<file path="config.mk">
export PLATFORM = sky130hd
export DESIGN_NAME = cooperative_task_scheduler_core
export DESIGN_NICKNAME = d
export VERILOG_FILES = /design/src/rtl/cts_pkg.sv /design/src/rtl/cooperative_task_scheduler_core.sv
export SDC_FILE = /design/constraint.sdc
export NUM_CORES = 2
export LEC_CHECK = 0
export BUFFER_PORTS_ARGS = -buffer_cell sky130_fd_sc_hd__buf_2
export CORE_UTILIZATION = 59
export CTS_CLUSTER_DIAMETER = 40
export DETAILED_ROUTE_END_ITERATION = 6
export GPL_ROUTABILITY_DRIVEN = 0
export PLACE_DENSITY = 0.72
export SKIP_CTS_REPAIR_TIMING = 1
export SYNTH_ARGS = -nofsm -noshare
export SYNTH_HDL_FRONTEND = slang
export SYNTH_SLANG_ARGS = --single-unit
</file>
<file path="constraint.sdc">
create_clock -name i_clk -period 9.94 [get_ports i_clk]
set_input_delay 0.497 -clock i_clk [delete_from_list [all_inputs] [get_ports i_clk]]
set_output_delay 0.497 -clock i_clk [all_outputs]
set_load 0.005 [all_outputs]
</file>
<file path="src/rtl/cts_pkg.sv">
package cts_pkg;

    localparam int NUM_TASKS   = 16;
    localparam int TICK_LENGTH = 10;
    localparam int MAX_OUT     = 16;

    localparam int SLOT_W   = (NUM_TASKS > 1) ? $clog2(NUM_TASKS) : 1;
    localparam int NRUN_W   = $clog2(MAX_OUT + 1);
    localparam int DIV_W    = 32;
    localparam int TICKS_W  = 29;
    localparam int TAG_W    = 8;
    localparam int PEND_W   = 8;
    localparam int KIND_W   = 2;
    localparam int IDX_W    = 4;

    // Division by the tick length as a multiply by a rounded-up reciprocal.
    // With the shift set to the operand width plus ceil(log2(TICK_LENGTH)),
    // the quotient is exact for every 32-bit operand.
    localparam int REC_SHIFT = DIV_W + $clog2(TICK_LENGTH);
    localparam int REC_W     = DIV_W + 1;
    localparam int PROD_W    = DIV_W + REC_W;
    localparam logic [REC_W-1:0] REC_MULT =
        REC_W'(((64'd1 << REC_SHIFT) + 64'(TICK_LENGTH) - 64'd1) / 64'(TICK_LENGTH));

    typedef enum logic [1:0] {
        MODE_ADD      = 2'd0,
        MODE_DELETE   = 2'd1,
        MODE_TICK     = 2'd2,
        MODE_DISPATCH = 2'd3
    } t_mode;

    typedef enum logic [KIND_W-1:0] {
        KIND_ADDED = 2'd0,
        KIND_FULL  = 2'd1,
        KIND_DONE  = 2'd2,
        KIND_RUN   = 2'd3
    } t_kind;

    typedef enum logic [2:0] {
        S_IDLE,
        S_DIVD,
        S_DIVP,
        S_TICK,
        S_DISP,
        S_FIN
    } t_state;

endpackage

</file>
<file path="src/rtl/cooperative_task_scheduler_core.sv">
// Sequencing: delete clears the slot's valid bit, then finishes; tick visits the slots in order
// (one slot per cycle); add scales delay, then period, to ticks by one shared reciprocal multiplier;
// dispatch visits the slots in order and waits while the output side stalls.
// Throughput: one transaction at a time; o_in_stall is high until its last result is queued.
// Reset clears the state machine, the output valid bit and every slot's valid bit at once;
// there is no clearing pass.
module cooperative_task_scheduler_core (
    input  logic                          i_clk,
    input  logic                          i_rst_n,
    input  logic                          i_in_valid,
    output logic                          o_in_stall,
    input  logic [1:0]                    i_mode,
    input  logic [cts_pkg::TAG_W-1:0]     i_task_tag,
    input  logic [cts_pkg::DIV_W-1:0]     i_delay_ms,
    input  logic [cts_pkg::DIV_W-1:0]     i_period_ms,
    input  logic [3:0]                    i_slot,
    output logic                          o_out_valid,
    input  logic                          i_out_stall,
    output logic [cts_pkg::KIND_W-1:0]    o_kind,
    output logic [cts_pkg::IDX_W-1:0]     o_slot_index,
    output logic [cts_pkg::TAG_W-1:0]     o_run_tag,
    output logic                          o_last
);
    import cts_pkg::*;

    localparam logic [SLOT_W-1:0] LAST_SLOT = SLOT_W'(NUM_TASKS - 1);
    localparam logic [TICKS_W-1:0] TICKS_MAX = {TICKS_W{1'b1}};
    localparam logic [PEND_W-1:0] PEND_MAX = {PEND_W{1'b1}};

    t_state r_state, n_state;

    // Slot table.
    logic [NUM_TASKS-1:0] r_valid, n_valid;
    logic [TAG_W-1:0]     r_tag_mem    [NUM_TASKS];
    logic [TICKS_W-1:0]   r_delay_mem  [NUM_TASKS];
    logic [TICKS_W-1:0]   r_period_mem [NUM_TASKS];
    logic [PEND_W-1:0]    r_pend_mem   [NUM_TASKS];

    logic                 wr_en;
    logic [TAG_W-1:0]     wr_tag;
    logic [TICKS_W-1:0]   wr_delay;
    logic [TICKS_W-1:0]   wr_period;
    logic [PEND_W-1:0]    wr_pend;

    // Sequencer registers.
    logic [SLOT_W-1:0]    r_idx, n_idx;
    logic [NRUN_W-1:0]    r_nrun, n_nrun;
    logic [DIV_W-1:0]     r_quo, n_quo;
    logic [DIV_W-1:0]     r_per_ms, n_per_ms;
    logic [TAG_W-1:0]     r_tag, n_tag;
    logic [TICKS_W-1:0]   r_delay_t, n_delay_t;

    // Result waiting to be queued; a dispatch run is held until the next one
    // is found so that its last flag is known.
    logic                 r_hold_valid, n_hold_valid;
    t_kind                r_hold_kind, n_hold_kind;
    logic [IDX_W-1:0]     r_hold_idx, n_hold_idx;
    logic [TAG_W-1:0]     r_hold_tag, n_hold_tag;

    // Output register.
    logic                 r_out_valid, n_out_valid;
    t_kind                r_out_kind, n_out_kind;
    logic [IDX_W-1:0]     r_out_idx, n_out_idx;
    logic [TAG_W-1:0]     r_out_tag, n_out_tag;
    logic                 r_out_last, n_out_last;

    logic                 rd_valid;
    logic [TAG_W-1:0]     rd_tag;
    logic [TICKS_W-1:0]   rd_delay;
    logic [TICKS_W-1:0]   rd_period;
    logic [PEND_W-1:0]    rd_pend;

    logic                 free_any;
    logic [SLOT_W-1:0]    free_idx;
    logic                 out_free;
    logic                 in_acc;

    logic [PROD_W-1:0]    mul_prod;
    logic [DIV_W-1:0]     mul_q;

    function automatic logic [TICKS_W-1:0] sat_ticks(input logic [DIV_W-1:0] q);
        logic [TICKS_W-1:0] res;
        res = (q > DIV_W'(TICKS_MAX)) ? TICKS_MAX : q[TICKS_W-1:0];
        return res;
    endfunction

    // An invalid slot always reads as cleared.
    assign rd_valid  = r_valid[r_idx];
    assign rd_tag    = rd_valid ? r_tag_mem[r_idx]    : '0;
    assign rd_delay  = rd_valid ? r_delay_mem[r_idx]  : '0;
    assign rd_period = rd_valid ? r_period_mem[r_idx] : '0;
    assign rd_pend   = rd_valid ? r_pend_mem[r_idx]   : '0;

    always_comb begin
        free_any = 1'b0;
        free_idx = '0;
        for (int i = NUM_TASKS - 1; i >= 0; i--) begin
            if (!r_valid[i]) begin
                free_any = 1'b1;
                free_idx = SLOT_W'(i);
            end
        end
    end

    // Shared reciprocal multiplier: divides the operand by the tick length.
    assign mul_prod = {{REC_W{1'b0}}, r_quo} * {{DIV_W{1'b0}}, REC_MULT};
    assign mul_q    = DIV_W'(mul_prod >> REC_SHIFT);

    assign out_free   = !r_out_valid || !i_out_stall;
    assign o_in_stall = (r_state != S_IDLE);
    assign in_acc     = i_in_valid && (r_state == S_IDLE);

    always_comb begin
        n_state      = r_state;
        n_valid      = r_valid;
        n_idx        = r_idx;
        n_nrun       = r_nrun;
        n_quo        = r_quo;
        n_per_ms     = r_per_ms;
        n_tag        = r_tag;
        n_delay_t    = r_delay_t;
        n_hold_valid = r_hold_valid;
        n_hold_kind  = r_hold_kind;
        n_hold_idx   = r_hold_idx;
        n_hold_tag   = r_hold_tag;
        n_out_valid  = r_out_valid && i_out_stall;
        n_out_kind   = r_out_kind;
        n_out_idx    = r_out_idx;
        n_out_tag    = r_out_tag;
        n_out_last   = r_out_last;
        wr_en        = 1'b0;
        wr_tag       = rd_tag;
        wr_delay     = rd_delay;
        wr_period    = rd_period;
        wr_pend      = rd_pend;

        case (r_state)
            S_IDLE: begin
                if (in_acc) begin
                    n_hold_valid = 1'b0;
                    n_idx        = '0;
                    n_nrun       = '0;
                    case (t_mode'(i_mode))
                        MODE_ADD: begin
                            if (free_any) begin
                                n_idx    = free_idx;
                                n_quo    = i_delay_ms;
                                n_tag    = i_task_tag;
                                n_per_ms = i_period_ms;
                                n_state  = S_DIVD;
                            end else begin
                                n_hold_valid = 1'b1;
                                n_hold_kind  = KIND_FULL;
                                n_hold_idx   = '0;
                                n_hold_tag   = '0;
                                n_state      = S_FIN;
                            end
                        end
                        MODE_DELETE: begin
                            if (32'(i_slot) < NUM_TASKS) begin
                                n_valid[i_slot[SLOT_W-1:0]] = 1'b0;
                            end
                            n_state = S_FIN;
                        end
                        MODE_TICK: begin
                            n_state = S_TICK;
                        end
                        MODE_DISPATCH: begin
                            n_state = S_DISP;
                        end
                        default: begin
                            n_state = S_FIN;
                        end
                    endcase
                end
            end
            S_DIVD: begin
                n_delay_t = sat_ticks(mul_q);
                n_quo     = r_per_ms;
                n_state   = S_DIVP;
            end
            S_DIVP: begin
                wr_en          = 1'b1;
                wr_tag         = r_tag;
                wr_delay       = r_delay_t;
                wr_period      = sat_ticks(mul_q);
                wr_pend        = '0;
                n_valid[r_idx] = 1'b1;
                n_hold_valid   = 1'b1;
                n_hold_kind    = KIND_ADDED;
                n_hold_idx     = IDX_W'(r_idx);
                n_hold_tag     = '0;
                n_state        = S_FIN;
            end
            S_TICK: begin
                if (rd_valid) begin
                    wr_en = 1'b1;
                    if (rd_delay == '0) begin
                        if (rd_pend != PEND_MAX) begin
                            wr_pend = rd_pend + 1'b1;
                        end
                        if (rd_period != '0) begin
                            wr_delay = rd_period;
                        end
                    end else begin
                        wr_delay = rd_delay - 1'b1;
                    end
                end
                n_idx = r_idx + 1'b1;
                if (r_idx == LAST_SLOT) begin
                    n_state = S_FIN;
                end
            end
            S_DISP: begin
                if (r_nrun == NRUN_W'(MAX_OUT)) begin
                    n_state = S_FIN;
                end else if (rd_pend != '0 && r_hold_valid && !out_free) begin
                    n_state = S_DISP;
                end else begin
                    if (rd_pend != '0) begin
                        if (r_hold_valid) begin
                            n_out_valid = 1'b1;
                            n_out_kind  = r_hold_kind;
                            n_out_idx   = r_hold_idx;
                            n_out_tag   = r_hold_tag;
                            n_out_last  = 1'b0;
                        end
                        n_hold_valid = 1'b1;
                        n_hold_kind  = KIND_RUN;
                        n_hold_idx   = IDX_W'(r_idx);
                        n_hold_tag   = rd_tag;
                        n_nrun       = r_nrun + 1'b1;
                        if (rd_period == '0) begin
                            n_valid[r_idx] = 1'b0;
                        end else begin
                            wr_en   = 1'b1;
                            wr_pend = rd_pend - 1'b1;
                        end
                    end
                    n_idx = r_idx + 1'b1;
                    if (r_idx == LAST_SLOT) begin
                        n_state = S_FIN;
                    end
                end
            end
            S_FIN: begin
                if (out_free) begin
                    n_out_valid  = 1'b1;
                    n_out_kind   = r_hold_valid ? r_hold_kind : KIND_DONE;
                    n_out_idx    = r_hold_valid ? r_hold_idx : '0;
                    n_out_tag    = r_hold_valid ? r_hold_tag : '0;
                    n_out_last   = 1'b1;
                    n_hold_valid = 1'b0;
                    n_state      = S_IDLE;
                end
            end
            default: begin
                n_state = S_IDLE;
            end
        endcase
    end

    always_ff @(posedge i_clk) begin
        if (!i_rst_n) begin
            r_state <= S_IDLE;
        end else begin
            r_state <= n_state;
        end
    end

    always_ff @(posedge i_clk) begin
        if (!i_rst_n) begin
            r_valid      <= '0;
            r_hold_valid <= 1'b0;
            r_out_valid  <= 1'b0;
            r_nrun       <= '0;
        end else begin
            r_valid      <= n_valid;
            r_hold_valid <= n_hold_valid;
            r_out_valid  <= n_out_valid;
            r_nrun       <= n_nrun;
        end
    end

    always_ff @(posedge i_clk) begin
        r_idx       <= n_idx;
        r_quo       <= n_quo;
        r_per_ms    <= n_per_ms;
        r_tag       <= n_tag;
        r_delay_t   <= n_delay_t;
        r_hold_kind <= n_hold_kind;
        r_hold_idx  <= n_hold_idx;
        r_hold_tag  <= n_hold_tag;
        r_out_kind  <= n_out_kind;
        r_out_idx   <= n_out_idx;
        r_out_tag   <= n_out_tag;
        r_out_last  <= n_out_last;
    end

    always_ff @(posedge i_clk) begin
        if (wr_en) begin
            r_tag_mem[r_idx]    <= wr_tag;
            r_delay_mem[r_idx]  <= wr_delay;
            r_period_mem[r_idx] <= wr_period;
            r_pend_mem[r_idx]   <= wr_pend;
        end
    end

    assign o_out_valid  = r_out_valid;
    assign o_kind       = r_out_kind;
    assign o_slot_index = r_out_idx;
    assign o_run_tag    = r_out_tag;
    assign o_last       = r_out_last;

    // The dispatch run count never passes the per-transaction limit.
    a_nrun_bound: assert property (@(posedge i_clk) disable iff (!i_rst_n)
        r_nrun <= NRUN_W'(MAX_OUT))
        else $error("dispatch run count out of range");

    // The slot chosen for an add stays free while its times are divided.
    a_div_slot_free: assert property (@(posedge i_clk) disable iff (!i_rst_n)
        (r_state == S_DIVD || r_state == S_DIVP) |-> !r_valid[r_idx])
        else $error("slot taken during divide");

    // A held run result only exists while a dispatch is in progress.
    a_hold_run: assert property (@(posedge i_clk) disable iff (!i_rst_n)
        (r_hold_valid && r_hold_kind == KIND_RUN) |-> (r_state == S_DISP || r_state == S_FIN))
        else $error("run result held outside dispatch");

    // Returning to idle always queues the final result of the transaction.
    a_fin_last: assert property (@(posedge i_clk) disable iff (!i_rst_n)
        ($past(r_state) == S_FIN && r_state == S_IDLE) |-> (r_out_valid && r_out_last))
        else $error("transaction ended without final result");

endmodule
</file>
======== Word-level counts from Yosys, hierarchy flattened ========
Memory sizes are Yosys's and may differ from the RTL's. A register that Yosys moved wholly into a read port is not among the register bits.
Index checks and enable logic that the tools add are counted.
storage, ports and cells
  bits in writable memories ............... 1184
  memories ................................ 4
  output and inout port bits .............. 17
  input bits .............................. 82
  word-level logic and storage cells ...... 252
  register bits after elaboration ......... 160
operators by class
  order comparisons ....................... 5
  eq/ne operators ......................... 22
  multiplexer cells ....................... 161
  bitwise operators ....................... 5
  reduce and logical (&&, ||, !) cells .... 32
  $mul .................................... 1
  add/sub/neg operators ................... 5
memories
  memory        depth  bits a word  read ports  clocked after Yosys merged registers in  write ports  RTL line                               RTL
  r_delay_mem   16     29           1           1                                        1            cooperative_task_scheduler_core.sv:35  logic [TICKS_W-1:0] r_delay_mem [NUM_TASKS];
  r_period_mem  16     29           1           1                                        1            cooperative_task_scheduler_core.sv:36  logic [TICKS_W-1:0] r_period_mem [NUM_TASKS];
  r_pend_mem    16     8            1           1                                        1            cooperative_task_scheduler_core.sv:37  logic [PEND_W-1:0] r_pend_mem [NUM_TASKS];
  r_tag_mem     16     8            1           1                                        1            cooperative_task_scheduler_core.sv:34  logic [TAG_W-1:0] r_tag_mem [NUM_TASKS];
operator list
  cell                                                                    count
  29-bit 2-to-1 mux                                                       7
  8-bit 2-to-1 mux                                                        22
  4-bit 2-to-1 mux                                                        37
  16-bit 2-to-1 mux                                                       6
  32-bit 2-to-1 mux                                                       3
  32-bit by 32-bit multiplier with 64-bit output (second input constant)  1
  32-bit case mux with 2 select lines                                     1
  29-bit logical NOT                                                      2
  29-bit case mux with 2 select lines                                     1
  16-bit case mux with 3 select lines                                     1
  8-bit case mux with 3 select lines                                      2
  1-bit 2-to-1 mux                                                        43
  16-bit bitwise AND                                                      2
  16-bit NOT                                                              2
  29-bit > comparator (second input constant)                             1
  29-bit nonzero test                                                     1
  29-bit by 1-bit subtractor with 29-bit output (second input constant)   1
  2-bit 2-to-1 mux                                                        12
  4-bit case mux with 3 select lines                                      2
  5-bit 2-to-1 mux                                                        4
  3-bit 2-to-1 mux                                                        6
  2-bit != test (second input constant)                                   9
  3-bit case mux with 6 select lines                                      1
  16-bit OR                                                               1
  40 further kinds                                                        63

======== Logic depth before layout (Yosys ltp) ========
  word-level depth ........................ 21
  depth in mapped cells ................... 26
  gate-level depth less buffers ........... 25

======== Worst setup path before layout ========
Ideal clock, no wire load.
  path type ............................... flip-flop to flip-flop
  from .................................... reg r_quo[18]
  to ...................................... mem r_period_mem[0][24] (data pin)
  data arrival time ....................... 7.281 ns
  library setup time ...................... 0.341 ns
  clock period less this slack ............ 7.621 ns
  setup slack ............................. 2.319 ns
  stages on the path, launching flop included .. 26
  cells stage by stage .................... edfxtp_1 -> ha_1 -> inv_1 -> fa_1 -> inv_1 -> fa_1 -> inv_1 -> fa_1 -> inv_1 -> fa_1 -> fa_1 -> fa_1 -> inv_1 -> fa_1 -> inv_1 -> ha_1 -> a21o_1 -> a21o_1 -> a21oi_1 -> o21a_1 -> o21ai_0 -> a22o_1 -> a311oi_1 -> o31a_1 -> mux2i_1 -> o31ai_1
on the way
  cells in the longest elaborated chain, start to end .. 4
RTL lines
  element                                             RTL line                                RTL
  start, declared                                     cooperative_task_scheduler_core.sv:48   logic [DIV_W-1:0] r_quo, n_quo;
  start signal, assigned                              cooperative_task_scheduler_core.sv:287  r_quo <= n_quo;
  32-bit by 32-bit multiplier with 64-bit output (*)  cooperative_task_scheduler_core.sv:106  assign mul_prod = {{REC_W{1'b0}}, r_quo} * {{DIV_W{1'b0}}, REC_MULT};
  29-bit > comparator                                 cooperative_task_scheduler_core.sv:83   res = (q > DIV_W'(TICKS_MAX)) ? TICKS_MAX : q[TICKS_W-1:0];
  29-bit 2-to-1 mux (*)                               cooperative_task_scheduler_core.sv:83
  29-bit 2-to-1 mux (*)                               cooperative_task_scheduler_core.sv:137  case (r_state)
  via wr_period[24]                                   cooperative_task_scheduler_core.sv:42   logic [TICKS_W-1:0] wr_period;
  end, declared                                       cooperative_task_scheduler_core.sv:36
The timed path passes the listed nets; every way through them passes the cells marked *.

======== Final worst setup path ========
  from .................................... reg r_quo[19]
  to ...................................... mem r_period_mem[14][27] (data pin)
Same word-level chain as after synthesis.

==> summary.md <==
| Metric | Value |
|---|---|
| Status | completed |
| Critical path endpoint category | flip-flop |
| Synthesized cell area | 71,570 um^2 |
| WL final | roughly 180 mm |
| H-tree levels | 4 |
| Worst EP required | 10.45 ns |
| Die Area | 122,700 um^2 |
| Site Rows | between 100 and 150 |
| Vias in the first global route | 41,820 |
| HP Class | input port to flip-flop |
| Yosys reg bits | between 1,000 and 1,500 |
| Post-Syn Instances | 4,597 |
| Unrepaired setup endpoints after global routing | false |
| Clock latency on the worst-skew pair | 0.80 ns |
| CTS clk-pin slew, worst paths | about 0.06 ns |
| Initial Util | roughly 60% |
| Count of different cell masters after synthesis | 97 |
| CTS max path bufs | 3 |
| Yosys warns | 0 |
| Core Box Area | about 120,000 um^2 |
| # IOs | 99 |
| Syn_area_per_cell | 15.57 um^2 |
| DRC Markers | 0 |
| Max Clock Freq | 116.2 MHz |
| Starting DRC count in detailed routing | 5,030 |
| Post-DP HPWL | 118.9 mm |
| Fin crit share | ~87% |
| Initial DRT Pass Iterations | 6 |
| Worst rel slew slack | 12.58% |
| Crit path arrival time | roughly 9 ns |
| Vias per inst | 6.356 |
| Clock Skew | 0.03693 ns |
| TritonCTS Sinks | 1,348 |
| CTS tree | yes |
| Total of max-cap violations | 0 |
| Syn Nets | 5,421 |
| Via count of the routed design | about 42,000 |
| Fraction of layout cells with a size suffix above 1 | 18.22% |
| Overflow after GRT | 0 |
| Most frequent cells in the layout | edfxtp_1, inv_1, fa_1, ha_1, mux4_2 |
| Slew @ Worst Pin | 1.306 ns |
| Fraction of registers with async set/reset | 0% |
| Initial antenna violation count | 1 |
| Register area share after synthesis | a little under three fifths |
| Fin crit period | 8.607 ns |
| Syn-to-layout area delta | 11.98% |
| Root Driver | clkbuf_16 |
| Setup violators final | 0 |
| Top FF cell, synth | edfxtp_1 |
| Diode count | 0 |
| First-pass GRT wire length | 269.7 mm |
| Die Wd | between 300 and 400 um |
| IO Port Bufs | 98 |
| Setup TNS | 0 ns |
| EDFF count, synth | 1,318 |
| Number of buffers created by CTS | around 170 |
| Largest net degree at the start of global routing | 93 |
| Final hold violations | 0 |
| GRT Resource Usage Total | a little under a third |
| Drt wl/cell | 27.88 um |
| CP Class | flip-flop to flip-flop |
| CP Launch Type | flip-flop |
| Final ANT Viol Nets | 0 |
| Die Span Y | 350.3 um |
| NumNets Final | 5,658 |
| Worst-path fanout max | 16 |
| Final Max Slew Viols | 0 |
| Most common cell after layout, fill and taps aside | edfxtp_1 |
## layout make-up
type	count	area (um^2)
clock inverter	113	1276
sequential	1348	40190
fill	8127	39990
timing repair buffer	251	1847
clock buffer	189	4304
inverter	554	2079
tap	1612	2017
multi-input combinational	2512	28430
## final timing paths
kind / end / cells after the start / slack [ns] / startpoint
worst max register to register: r_period_mem[14][27] / 24 / 1.33 / r_quo[19]
worst min register to register: o_kind[1] / 1 / 0.51 / r_hold_kind[1]
worst max-delay path: r_period_mem[14][27] / 24 / 1.33 / r_quo[19]
worst min-delay path: r_quo[16] / 2 / 0.02 / i_delay_ms[16]
## critical path: stages, from the launching register on
cell and delay (ns):
edfxtp_1 0.52, ha_1 0.54, inv_1 0.14, fa_1 0.50, inv_1 0.05, fa_1 0.50
inv_1 0.05, fa_1 0.50, inv_1 0.06, fa_1 0.55, fa_1 0.43, fa_1 0.49
inv_1 0.05, fa_1 0.50, inv_1 0.04, ha_1 0.35, and3_1 0.29, nand4_1 0.17
a2111oi_0 0.43, nand2_1 0.13, a41oi_1 0.42, o31ai_1 0.30, o41ai_1 0.47, xor2_1 0.34
a21o_1 0.48
## sequential cells by signal, summed over array words and instances (netlist names), named ones only
signal        count
r_state           3
r_nrun            5
r_hold_tag        8
o_out_valid       1
o_kind            2
r_period_mem    464
r_pend_mem      128
r_idx             4
r_hold_kind       2
r_tag             8
r_quo            32
o_slot_index      4
r_delay_t        29
r_delay_mem     464
o_run_tag         8
r_valid          16
r_per_ms         32
r_hold_idx        4
o_last            1
r_hold_valid      1
r_tag_mem       128
## synth_stat cells (49+ instances only)
master	instances	share of area (%)
a21o_1	64	0.67
a21oi_1	125	0.87
clkbuf_1	84	0.44
edfxtp_1	1318	55
fa_1	386	11
ha_1	356	6.2
inv_1	552	2.9
mux2_2	62	0.98
mux2i_1	54	0.76
mux4_2	301	9.5
nand2_1	225	1.2
nand3_1	49	0.34
nor2_1	146	0.77
o21ai_0	124	0.87
xor2_1	66	0.81
## cells by family after synthesis
logic type      after synthesis  synth area share, %
flops                      1348                56.14
buf+inv                     737                4.360
simple gates                658                4.470
fa+ha+maj                   742                17.02
xor+xnor                    103                1.260
compound gates              592                5.547
mux                         417                11.20
## through the flow
step	worst slack, ns	instance area (um^2)	hold slack, ns	util (%)	instances
floorplan	2.319	71570	0.4706	-	4597
global placement	1.725	74130	0.4895	61.71	6234
finish	1.333	80140	0.02177	66.71	6579
global route	1.036	80140	0.001092	66.71	6579
detailed placement	1.532	74130	0.4920	61.71	6234
CTS	1.502	79710	-0.1672	66.36	6536
## routing by layer
layer | track usage [%] | wire length (um) | vias to the layer above
met5 | 0 | 13 | -
met4 | 10.72 | 6375 | 2
met3 | 5.652 | 18620 | 368
met2 | 46.85 | 86070 | 2312
met1 | 43.81 | 72350 | 21500
li1 | - | - | 17630
Power is left out: the tool's default activity adds up to more than one toggle a clock period on the data nets, which glitch-free logic cannot reach.
